<file path="config.mk">
export PLATFORM = sky130hd
export DESIGN_NAME = pdg_ram
export DESIGN_NICKNAME = d
export VERILOG_FILES = /design/src/hdl/pdg_ram.sv
export SDC_FILE = /design/constraint.sdc
export NUM_CORES = 1
export LEC_CHECK = 0
export BUFFER_PORTS_ARGS = -buffer_cell sky130_fd_sc_hd__buf_2
export CAP_MARGIN = 5
export CORE_UTILIZATION = 38
export CTS_BUF_LIST = sky130_fd_sc_hd__clkbuf_16
export CTS_CLUSTER_DIAMETER = 80
export DETAILED_ROUTE_END_ITERATION = 8
export SYNTH_ARGS = -nofsm -noshare
export SYNTH_HDL_FRONTEND = slang
export SYNTH_SLANG_ARGS = --single-unit
</file>
<file path="constraint.sdc">
create_clock -name i_clk -period 1.52 [get_ports i_clk]
set_input_delay 0.152 -clock i_clk [delete_from_list [all_inputs] [get_ports i_clk]]
set_output_delay 0.152 -clock i_clk [all_outputs]
set_load 0.03 [all_outputs]
</file>
<file path="src/hdl/pdg_ram.sv">
// ============================================================================
// pdg_ram
// Generic simple dual-port RAM: one write port, one read port, registered read.
// ============================================================================
`default_nettype none

module pdg_ram #(
    parameter int WIDTH = 8,
    parameter int DEPTH = 16,
    localparam int AW   = $clog2(DEPTH)
) (
    input  wire logic             i_clk,
    input  wire logic             i_we,
    input  wire logic [AW-1:0]    i_waddr,
    input  wire logic [WIDTH-1:0] i_wdata,
    input  wire logic             i_re,
    input  wire logic [AW-1:0]    i_raddr,
    output logic      [WIDTH-1:0] o_rdata
);

    logic [WIDTH-1:0] r_mem [DEPTH];

    // write port
    always_ff @(posedge i_clk) begin
        if (i_we) begin
            r_mem[i_waddr] <= i_wdata;
        end
    end

    // registered read, holds while not enabled
    always_ff @(posedge i_clk) begin
        if (i_re) begin
            o_rdata <= r_mem[i_raddr];
        end
    end

endmodule

`default_nettype wire

</file>
# Yosys cells after proc, flatten, opt, wreduce, memory -nomap -nowiden
# Memory sizes are Yosys's and may differ from the RTL's. A register that Yosys moved wholly into a read port is not among the register bits.
# Index checks and enable logic that the tools add are counted.
# word_totals
latch_bits	0
ramBits	128
regBits	0
n_memories	1
output_inout_bits	8
mem_bits_ro	0
word_cells	3
# memory_table
name	words	word_bits	read_ports	rd_ports_with_merged_regs	write_ports	line_no	rtl
r_mem	16	8	1	1	1	21	logic [WIDTH-1:0] r_mem [DEPTH];
# op_classes
eq_ne	0
order_cmp	0
reduce_logical	0
div_mod_pow	0
n_mux	2
n_addsub	0
mul	0
n_shift	0
n_bitwise	0
# ops
op	n
$mux 1	2

# Logic depth before layout (Yosys ltp)
# Gate-level depths: netlist (run 1).
# logic_depth
word_depth	2
depth_mapped	5
mapped_depth_nobuf	3

# Worst setup path before layout (run 1)
# Ideal clock, no wire load.
# synth_timing
path_type	input-to-reg
from	input port i_waddr[2]
to	memory r_mem[0][0], enable pin
arrival_time_ns	1.262
setup_time_ns	0.383
path_buffers	0
cell_stages	2
slack_ns	-0.125
t_required_ns	1.137
path_cell_list	or3b_2 nor3_1
# synth_lines
element	line_no	rtl
start, declared	14	input wire logic [AW-1:0] i_waddr,
end, declared	21	
# No word-level cell before the write port.

==> flow_metrics.py, run 1 <==
metrics = {
    "outcome": {
        "status": "finished clean",
    },
    "cells_and_area": {
        "drive_gt1_share_pct": 34.3,
        "final_cells": 479,
        "seqCellArea_um2": 4080,
        "multiInputGateArea_um2": 1080,
        "fillers": 1103,
        "final_core_util_pct": 47.7,
        "diodes": 0,
        "design_area_um2": 6370,
        "area_growth_pct": 21.9,
        "fin_nets": 309,
    },
    "pwr": {
        "ir_drop_v": 0.000801,
        "leakagePower_uw": 0.00216,
        "powerDensity_nw_per_um2": 1420,
    },
    "drt": {
        "drt-pass1-iter-count": 4,
        "route.detailed.drc": 0,
        "initialDrtViolationCount": 187,
        "drt_wl_total_um": 9840,
        "post_drt_wl_per_cell_um": 20.5,
        "vias": 2451,
        "routed_via_density": 5.12,
        "antenna_left": 0,
    },
    "timing": {
        "period_share_pct": 97.0,
        "max_freq_ghz": 0.678,
        "hold_ws_ns": 0.134,
        "hold_violations": 0,
        "fin_crit_ns": 1.47,
        "setup_violations": 0,
        "tightest_slew_ns": 0.842,
        "rsz0062_at_grt": "no",
        "maxSlewHeadroom_pct": 43.7,
        "drv_slew": 0,
        "fin_worst_skew_ns": 0.00870,
        "setup_ws_ns": 0.0452,
    },
    "synth": {
        "synth.top_cell.area_share_pct": 78.1,
        "synth_area_um2": 5230,
        "yosys_register_bits": 136,
        "synthCells": 229,
        "ys_seq_area_share_pct": 78.1,
        "yosys-top-cells-count": "edfxtp_1 (136), mux4_2 (18), a22oi_1 (16)",
        "yosys.area.top_type": "edfxtp_1",
        "synthArstFlopShare_pct": 0,
        "synth.net_count": 248,
        "ys_warn_count": 0,
        "ys_top_cells_by_area": "edfxtp_1 (78%), mux4_2 (7.8%), mux4_1 (7.0%)",
        "synth.most_common_cell": "edfxtp_1",
        "synth-main-ff-cell": "edfxtp_1",
        "synth_cell_types": 18,
        "avgSynthCellArea_um2": 22.8,
        "synth_edf_count": 136,
    },
    "clocking": {
        "h-tree-depth": 4,
        "clk_pin_slew_ns": 0.06,
        "numCtsBuffers": 17,
        "cts_tree": "done",
        "clock-root-buffer": "clkbuf_16",
        "cts.sinks": 136,
        "clock_path_buffers": 2,
        "clock_latency_ns": 0.41,
        "cts_hold_buf": 0,
    },
    "setup_path": {
        "r2r-start": "r_mem[1][3]$_DFFE_PP_",
        "required_ns": 1.67,
        "critPathKind": "flop to flop",
        "worst_r2r_endpoint": "o_rdata[3]$_DFFE_PP_",
        "arrival_ns": 1.62,
        "worstSetupStartpointType": "flop",
        "endpoint_kind": "flop",
        "r2r.worst_path.cells": 3,
        "path_max_fanout": 1,
        "rrSetupSlack_ns": 0.05,
    },
    "placed_design": {
        "port_buffers": 26,
        "place.gp.congestion": 0.702,
        "dp_hpwl_um": 6580,
        "place_ws_ns": -0.291,
        "dpl.cell_count": 447,
        "place_area_um2": 5720,
    },
    "floorplan": {
        "dieHeight_um": 119,
        "start_util_pct": 39.2,
        "io_pins": 27,
        "core-area_um2": 13300,
        "die_w_um": 119,
        "dieArea_um2": 14200,
        "core.rowCount": 42,
    },
    "global_route": {
        "grt_pass1_vias": 2627,
        "antenna_found_initial": 0,
        "grt_pass1_wl_um": 15400,
        "grt_max_degree": 17,
        "track_usage_pct": 15.3,
        "grt_overflow": 0,
    },
    "min_path": {
        "whs_path_depth": 1,
        "hold_start": "i_re",
        "hold_class": "input pin to flop",
        "holdPathEnd": "o_rdata[7]$_DFFE_PP_",
    },
    "job": {
        "maxCapViolCount": 0,
    },
}
[cell families after synthesis]
family                 after synthesis  synth area share [%]
DFF                                136                  78.1
AOI/OAI and AO/OA                   16                  2.30
and+or+nand+nor                     35                  3.14
buffers and inverters               10                  1.65
muxes                               32                  14.8
[layer usage]
layer  global-route usage (%)  vias up  wire length, µm
met5                        0        -                0
met4                     5.63        0              114
met3                     3.45       10              426
met2                     24.5       69             4840
met1                     20.6     1268             4450
li1                         -     1104                -
[worst max-delay path, cell delays in order, from the launching register on]
cell	delay, ns
edfxtp_1	0.37
mux4_1	0.53
a22oi_2	0.24
nand2_1	0.08
[power breakdown]
group          internal [µW]  switching [µW]  leakage [µW]
Clock                   2880            1460      0.000303
Combinational            178             258      0.000620
Sequential              4230            21.9       0.00124
Total                   7290            1740       0.00216
[flip-flops by register name (all words and copies together) (netlist names)]
register,flops
o_rdata,8
r_mem,128
[placed cells by master, fill, tap and decap left out]
cell type,count
edfxtp_1,136
buf_2,26
buf_4,24
mux4_2,18
clkbuf_16,17
mux4_1,14
nor2_1,13
a22oi_1,12
nand2_1,9
bufinv_16,5
a22oi_2,4
clkinv_1,4
nor3_1,3
nand3b_1,2
nand2b_1,2
clkinv_2,2
clkinvlp_4,2
clkinv_4,2
buf_12,2
nor2b_1,1
and2_1,1
and2b_1,1
nand3_1,1
or3b_2,1
nor3_2,1
[stage by stage]
step                TNS (ns)  power (µW)
floorplan                  0        4570
global placement       -1.17        4750
detailed placement     -1.25        4760
CTS                        0        9090
global route               0        9290
finish                     0        9030
[final cells by class]
cell class / count / area share (%)
Multi-Input combinational cell: 83 / 17.0
Clock inverter: 15 / 3.26
Sequential cell: 136 / 64.1
Clock buffer: 17 / 6.68
Tap cell: 176 / 3.46
Timing Repair Buffer: 52 / 5.50
[worst max-delay path by stage]
stage | slack, ns | from | to | cells past startpoint
final | 0.05 | r_mem[1][3]$_DFFE_PP_ | o_rdata[3]$_DFFE_PP_ | 3
after global routing | 0.009 | r_mem[5][3]$_DFFE_PP_ | o_rdata[3]$_DFFE_PP_ | 3
after CTS | 0.01 | r_mem[1][3]$_DFFE_PP_ | o_rdata[3]$_DFFE_PP_ | 3
after detailed placement | -0.29 | i_raddr[0] | o_rdata[3]$_DFFE_PP_ | 5
after global placement | -0.25 | i_raddr[0] | o_rdata[3]$_DFFE_PP_ | 5
after floorplan | 0.09 | i_raddr[0] | o_rdata[1]$_DFFE_PP_ | 5
[timing repair]
action | CTS | global route
setup buffers | 0 | 0
pin swaps | 0 | 2
endpoints found under the setup margin | 2 | 4
resized for setup | 2 | 2
(Power assumes the default switching activity.)
==> run 2, diff against run 1 <==
--- a/config.mk
+++ b/config.mk
@@ -7,6 +7,7 @@
 export LEC_CHECK = 0
 export BUFFER_PORTS_ARGS = -buffer_cell sky130_fd_sc_hd__buf_2
 export CAP_MARGIN = 5
+export CORE_MARGIN = 2
 export CORE_UTILIZATION = 38
 export CTS_BUF_LIST = sky130_fd_sc_hd__clkbuf_16
 export CTS_CLUSTER_DIAMETER = 80
==> run 2 against run 1 <==
Clock power shrank 14%; maximum frequency decreased by 1.2%; critical path depth is the same; global-route usage decreased by 0.56 points; via count is 1.8% higher; sequential cell count unchanged; critical path type unchanged; critical endpoint is now o_rdata[0]$_DFFE_PP_; largest cell class unchanged.
==> flow_metrics.py, run 2 (same netlist as run 1, synthesis figures left out) <==
metrics = {
    "timing": {
        "rsz0062_at_grt": "no",
        "fin_crit_ns": 1.49,
        "fin_worst_skew_ns": 0.0110,
        "tightest_slew_ns": 0.931,
        "max_freq_ghz": 0.670,
        "drv_slew": 0,
        "hold_violations": 0,
        "maxSlewHeadroom_pct": 37.8,
        "setup_violations": 0,
        "setup_ws_ns": 0.0279,
        "period_share_pct": 98.2,
    },
    "cells_and_area": {
        "layout_common_cells": "edfxtp_1 (136), buf_2 (26), buf_4 (19), mux4_2 (18), clkbuf_16 (17)",
        "fillers": 1123,
        "largest_reg_flops": 128,
        "area_growth_pct": 21.0,
        "final_common_cell": "edfxtp_1",
        "diodes": 0,
        "top_register": "r_mem",
        "reg_top3": "r_mem (128), o_rdata (8)",
        "design_area_um2": 6320,
        "drive_gt1_share_pct": 33.6,
        "fin_nets": 308,
        "final_cells": 477,
    },
    "pwr": {
        "powerDensity_nw_per_um2": 1330,
        "comb_power_share_pct": 5.4,
        "finalPower_uw": 8440,
        "p_sw_uw": 1670,
        "p_int_uw": 6770,
        "p_clk_share_pct": 44.3,
        "swShare_pct": 19.8,
        "seq_power_share_pct": 50.4,
        "ir_drop_v": 0.000731,
        "leakagePower_uw": 0.00215,
    },
    "clocking": {
        "clock_path_buffers": 2,
        "numCtsBuffers": 17,
        "h-tree-depth": 4,
        "cts.sinks": 136,
        "clock-root-buffer": "clkbuf_16",
        "cts_hold_buf": 0,
        "clk_pin_slew_ns": 0.06,
        "cts_tree": "done",
        "clock_latency_ns": 0.41,
    },
    "setup_path": {
        "r2r.worst_path.cells": 3,
        "critPathBufInv": 0,
        "slowest_stage": "mux4_1",
        "arrival_ns": 1.64,
        "required_ns": 1.67,
        "crit_chain": "mux4_1, a22oi_1, nand2_1",
        "slowest_delay_ns": 0.52,
        "endpoint_kind": "flop",
        "critical_path_depth": 3,
        "path_max_fanout": 1,
        "critPathKind": "flop to flop",
        "cp_top_family": "multiplexers",
        "worstSetupStartpointType": "flop",
    },
    "floorplan": {
        "die_w_um": 121,
        "core-area_um2": 13300,
        "dieArea_um2": 14700,
        "io_pins": 27,
        "start_util_pct": 39.2,
        "core.rowCount": 42,
        "dieHeight_um": 121,
    },
    "outcome": {
        "status": "finished clean",
    },
    "placed_design": {
        "place_ws_ns": -0.280,
        "place_area_um2": 5760,
        "dp_hpwl_um": 6410,
        "dpl.cell_count": 446,
        "place.gp.congestion": 0.712,
        "port_buffers": 26,
    },
    "global_route": {
        "grt_overflow": 0,
        "grt_pass1_vias": 2664,
        "antenna_found_initial": 0,
        "grt_pass1_wl_um": 15100,
        "track_usage_pct": 14.7,
        "grt_max_degree": 25,
    },
    "min_path": {
        "hold_class": "input pin to flop",
        "whs_path_depth": 1,
    },
    "drt": {
        "antenna_left": 0,
        "route.detailed.drc": 0,
        "routed_via_density": 5.23,
        "initialDrtViolationCount": 192,
        "vias": 2495,
        "drt-pass1-iter-count": 4,
        "post_drt_wl_per_cell_um": 20.6,
        "drt_wl_total_um": 9820,
    },
    "job": {
        "maxCapViolCount": 0,
    },
}
-- run 2: cell types whose count changed in the layout (fill, tap and decap cells not counted), sizes merged --
cell	delta
bufinv	-3
buf	-1
inv	+3
clkinv	-1
-- run 2: stage by stage --
| step | hold slack (ns) | utilization (%) | setup TNS (ns) |
|---|---|---|---|
| detailed placement | 0.539 | 43.1 | -1.54 |
| global route | 0.111 | 47.4 | 0 |
| finish | 0.121 | 47.4 | 0 |
| global placement | 0.537 | 43.1 | -1.51 |
| floorplan | 0.251 | - | 0 |
| CTS | 0.102 | 47.2 | 0 |
-- run 2: path summary, 6_finish.rpt --
check	startpoint	to	slack (ns)
setup / recovery	r_mem[1][0]$_DFFE_PP_	o_rdata[0]$_DFFE_PP_	0.03
hold / removal	i_re	o_rdata[4]$_DFFE_PP_	0.12
setup reg to reg	r_mem[1][0]$_DFFE_PP_	o_rdata[0]$_DFFE_PP_	0.03
hold reg to reg	r_mem[12][4]$_DFFE_PP_	o_rdata[4]$_DFFE_PP_	0.75
-- run 2: area by class of cell --
class / count / area, µm² / area share [%]
Sequential cell: 136 / 4080 / 64.6
Multi-Input combinational cell: 83 / 1080 / 17.1
Clock buffer: 17 / 425 / 6.73
Timing Repair Buffer: 51 / 393 / 6.21
Tap cell: 176 / 220 / 3.48
Clock inverter: 14 / 119 / 1.88
-- run 2: repair_timing --
item                                   4_1_cts  5_1_grt
endpoints found under the hold margin        0        0
setup endpoints to repair                    0        4
resized for setup                            0        4
setup buffers                                0        0
-- run 2: power by group through the flow --
stage,Combinational (µW),Clock (µW),Sequential (µW)
after detailed placement,452,0,4330
after global placement,446,0,4320
after CTS,453,3820,4250
final,452,3740,4250
after global routing,492,3980,4250
after floorplan,214,0,4360
-- run 2: layer usage --
metal / wire, µm / track usage, % / share of wire, %
met5: 0 / 0 / 0
met4: 165 / 6.68 / 1.7
met3: 514 / 4.14 / 5.2
met2: 4760 / 22.2 / 48
met1: 4390 / 20.1 / 45
==> run 3, diff against run 2 <==
--- a/config.mk
+++ b/config.mk
@@ -12,6 +12,7 @@
 export CTS_BUF_LIST = sky130_fd_sc_hd__clkbuf_16
 export CTS_CLUSTER_DIAMETER = 80
 export DETAILED_ROUTE_END_ITERATION = 8
+export PLACE_DENSITY_LB_ADDON = 0.15
 export SYNTH_ARGS = -nofsm -noshare
 export SYNTH_HDL_FRONTEND = slang
 export SYNTH_SLANG_ARGS = --single-unit
==> run 3 against run 2 <==
Total power is 4.9% lower; highest routed layer unchanged; sequential cell count stayed put; final cell count is 0.63% higher; critical path type unchanged; core utilization is 0.48 points lower; worst setup slack better by 0.030 ns; non-clock buffer count is 3 higher; critical path depth stayed put; cell area is 1.0% lower; wire length is 6.1% higher; global-route usage is 1.1 points higher; combinational power hardly changed; clock-buffer cell count stayed put.
==> flow_metrics.py, run 3 (same netlist as run 1, synthesis figures left out) <==
metrics = {
    "outcome": {
        "status": "finished clean",
    },
    "floorplan": {
        "core-area_um2": 13300,
        "io_pins": 27,
        "start_util_pct": 39.2,
        "dieHeight_um": 121,
        "die_w_um": 121,
        "dieArea_um2": 14700,
        "core.rowCount": 42,
    },
    "global_route": {
        "antenna_found_initial": 1,
        "grt_overflow": 0,
        "grt_pass1_vias": 2572,
        "grt_max_degree": 22,
        "track_usage_pct": 15.9,
        "grt_pass1_wl_um": 16000,
    },
    "setup_path": {
        "arrival_ns": 1.61,
        "worst_r2r_endpoint": "o_rdata[4]$_DFFE_PP_",
        "r2r.worst_path.cells": 3,
        "r2r-start": "r_mem[9][4]$_DFFE_PP_",
        "endpoint_kind": "flop",
        "worstSetupStartpointType": "flop",
        "crit_chain": "mux4_1, a22oi_2, nand2_1",
        "critPathKind": "flop to flop",
        "slowest_delay_ns": 0.52,
        "rrSetupSlack_ns": 0.06,
        "path_max_fanout": 1,
        "slowest_stage": "mux4_1",
        "required_ns": 1.67,
    },
    "pwr": {
        "swShare_pct": 20.2,
        "ir_drop_v": 0.000726,
        "finalPower_uw": 8030,
        "seq_power_share_pct": 53.0,
        "leakagePower_uw": 0.00212,
        "powerDensity_nw_per_um2": 1280,
        "p_int_uw": 6400,
        "p_sw_uw": 1620,
        "p_clk_share_pct": 41.4,
        "comb_power_share_pct": 5.7,
    },
    "drt": {
        "route.detailed.drc": 0,
        "antenna_left": 0,
        "routed_via_density": 5.12,
        "drt_wl_total_um": 10400,
        "drt-pass1-iter-count": 4,
        "post_drt_wl_per_cell_um": 21.7,
        "initialDrtViolationCount": 307,
        "vias": 2456,
    },
    "clocking": {
        "cts.sinks": 136,
        "cts_hold_buf": 0,
        "clock_path_buffers": 2,
        "numCtsBuffers": 17,
        "clock_latency_ns": 0.41,
        "clock-root-buffer": "clkbuf_16",
        "cts_tree": "done",
        "h-tree-depth": 4,
        "clk_pin_slew_ns": 0.05,
    },
    "cells_and_area": {
        "drive_gt1_share_pct": 33.7,
        "area_growth_pct": 19.7,
        "largest_reg_flops": 128,
        "final_common_cell": "edfxtp_1",
        "reg_top3": "r_mem (128), o_rdata (8)",
        "final_core_util_pct": 46.9,
        "fin_nets": 311,
        "design_area_um2": 6260,
        "top_register": "r_mem",
        "layout_common_cells": "edfxtp_1 (136), buf_2 (26), buf_4 (24), mux4_2 (20), clkbuf_16 (17)",
    },
    "min_path": {
        "holdPathEnd": "o_rdata[2]$_DFFE_PP_",
        "hold_class": "input pin to flop",
        "hold_start": "i_re",
        "whs_path_depth": 1,
    },
    "timing": {
        "fin_crit_ns": 1.46,
        "maxSlewHeadroom_pct": 29.7,
        "drv_slew": 0,
        "period_share_pct": 96.2,
        "setup_violations": 0,
        "fin_worst_skew_ns": 0.00683,
        "rsz0062_at_grt": "no",
        "max_freq_ghz": 0.684,
        "tightest_slew_ns": 1.05,
        "fin_setup_tns_ns": 0,
        "hold_violations": 0,
    },
    "placed_design": {
        "dp_hpwl_um": 6810,
        "place.gp.congestion": 0.730,
        "port_buffers": 26,
        "place_area_um2": 5760,
    },
    "job": {
        "maxCapViolCount": 0,
    },
}
==> run 3: worst max-delay path by stage <==
| stage | to | slack [ns] | startpoint |
|---|---|---|---|
| final | o_rdata[4]$_DFFE_PP_ | 0.06 | r_mem[9][4]$_DFFE_PP_ |
| after global routing | o_rdata[4]$_DFFE_PP_ | 0.02 | r_mem[9][4]$_DFFE_PP_ |
| after CTS | o_rdata[5]$_DFFE_PP_ | 0.01 | r_mem[1][5]$_DFFE_PP_ |
| after detailed placement | o_rdata[5]$_DFFE_PP_ | -0.27 | i_raddr[0] |
| after global placement | o_rdata[7]$_DFFE_PP_ | -0.25 | i_raddr[0] |
| after floorplan | o_rdata[1]$_DFFE_PP_ | 0.09 | i_raddr[0] |
==> run 3: repair_timing <==
action,4_1_cts,5_1_grt
pin swaps,0,1
setup buffers,0,0
setup endpoints to repair,4,4
gates resized for setup,4,4
==> run 3: layout make-up <==
type,instances,area (µm²)
Antenna cell,1,2.50
Clock buffer,17,425
Clock inverter,13,52.6
Fill cell,1149,7090
Multi-Input combinational cell,83,1080
Sequential cell,136,4080
Tap cell,176,220
Timing Repair Buffer,54,390
==> run 3: critical path, delay by kind of cell (launching register included) <==
| family | cells | cell delay (ns) |
|---|---|---|
| compound gates | 1 | 0.25 |
| flops | 1 | 0.35 |
| mux | 1 | 0.52 |
| simple gates | 1 | 0.09 |
==> run 3: metrics by stage <==
| step | instances | worst slack, ns | hold WS (ns) |
|---|---|---|---|
| finish | 480 | 0.0578 | 0.118 |
| global route | 479 | 0.0168 | 0.109 |
| CTS | 479 | 0.00984 | 0.108 |
| detailed placement | 449 | -0.266 | 0.541 |
| global placement | 449 | -0.252 | 0.544 |
| floorplan | 229 | 0.0856 | 0.251 |
==> run 3: power by group through the flow <==
stage                     clock (µW)  sequential [µW]  combinational, µW
final                           3320             4250                455
after global routing            3550             4260                497
after CTS                       3390             4250                464
after detailed placement           0             4330                455
after global placement             0             4330                451
after floorplan                    0             4360                214
==> run 3: metal layers <==
layer  vias to the layer above  routed length, µm  GRT usage (%)  part of all wire [%]
met4                         0                180           6.68                   1.7
met2                        72               4780           22.9                    46
li1                       1105                  -              -                     -
met1                      1265               4780           22.7                    46
met5                         -                  0              0                     0
met3                        14                673           4.56                   6.5
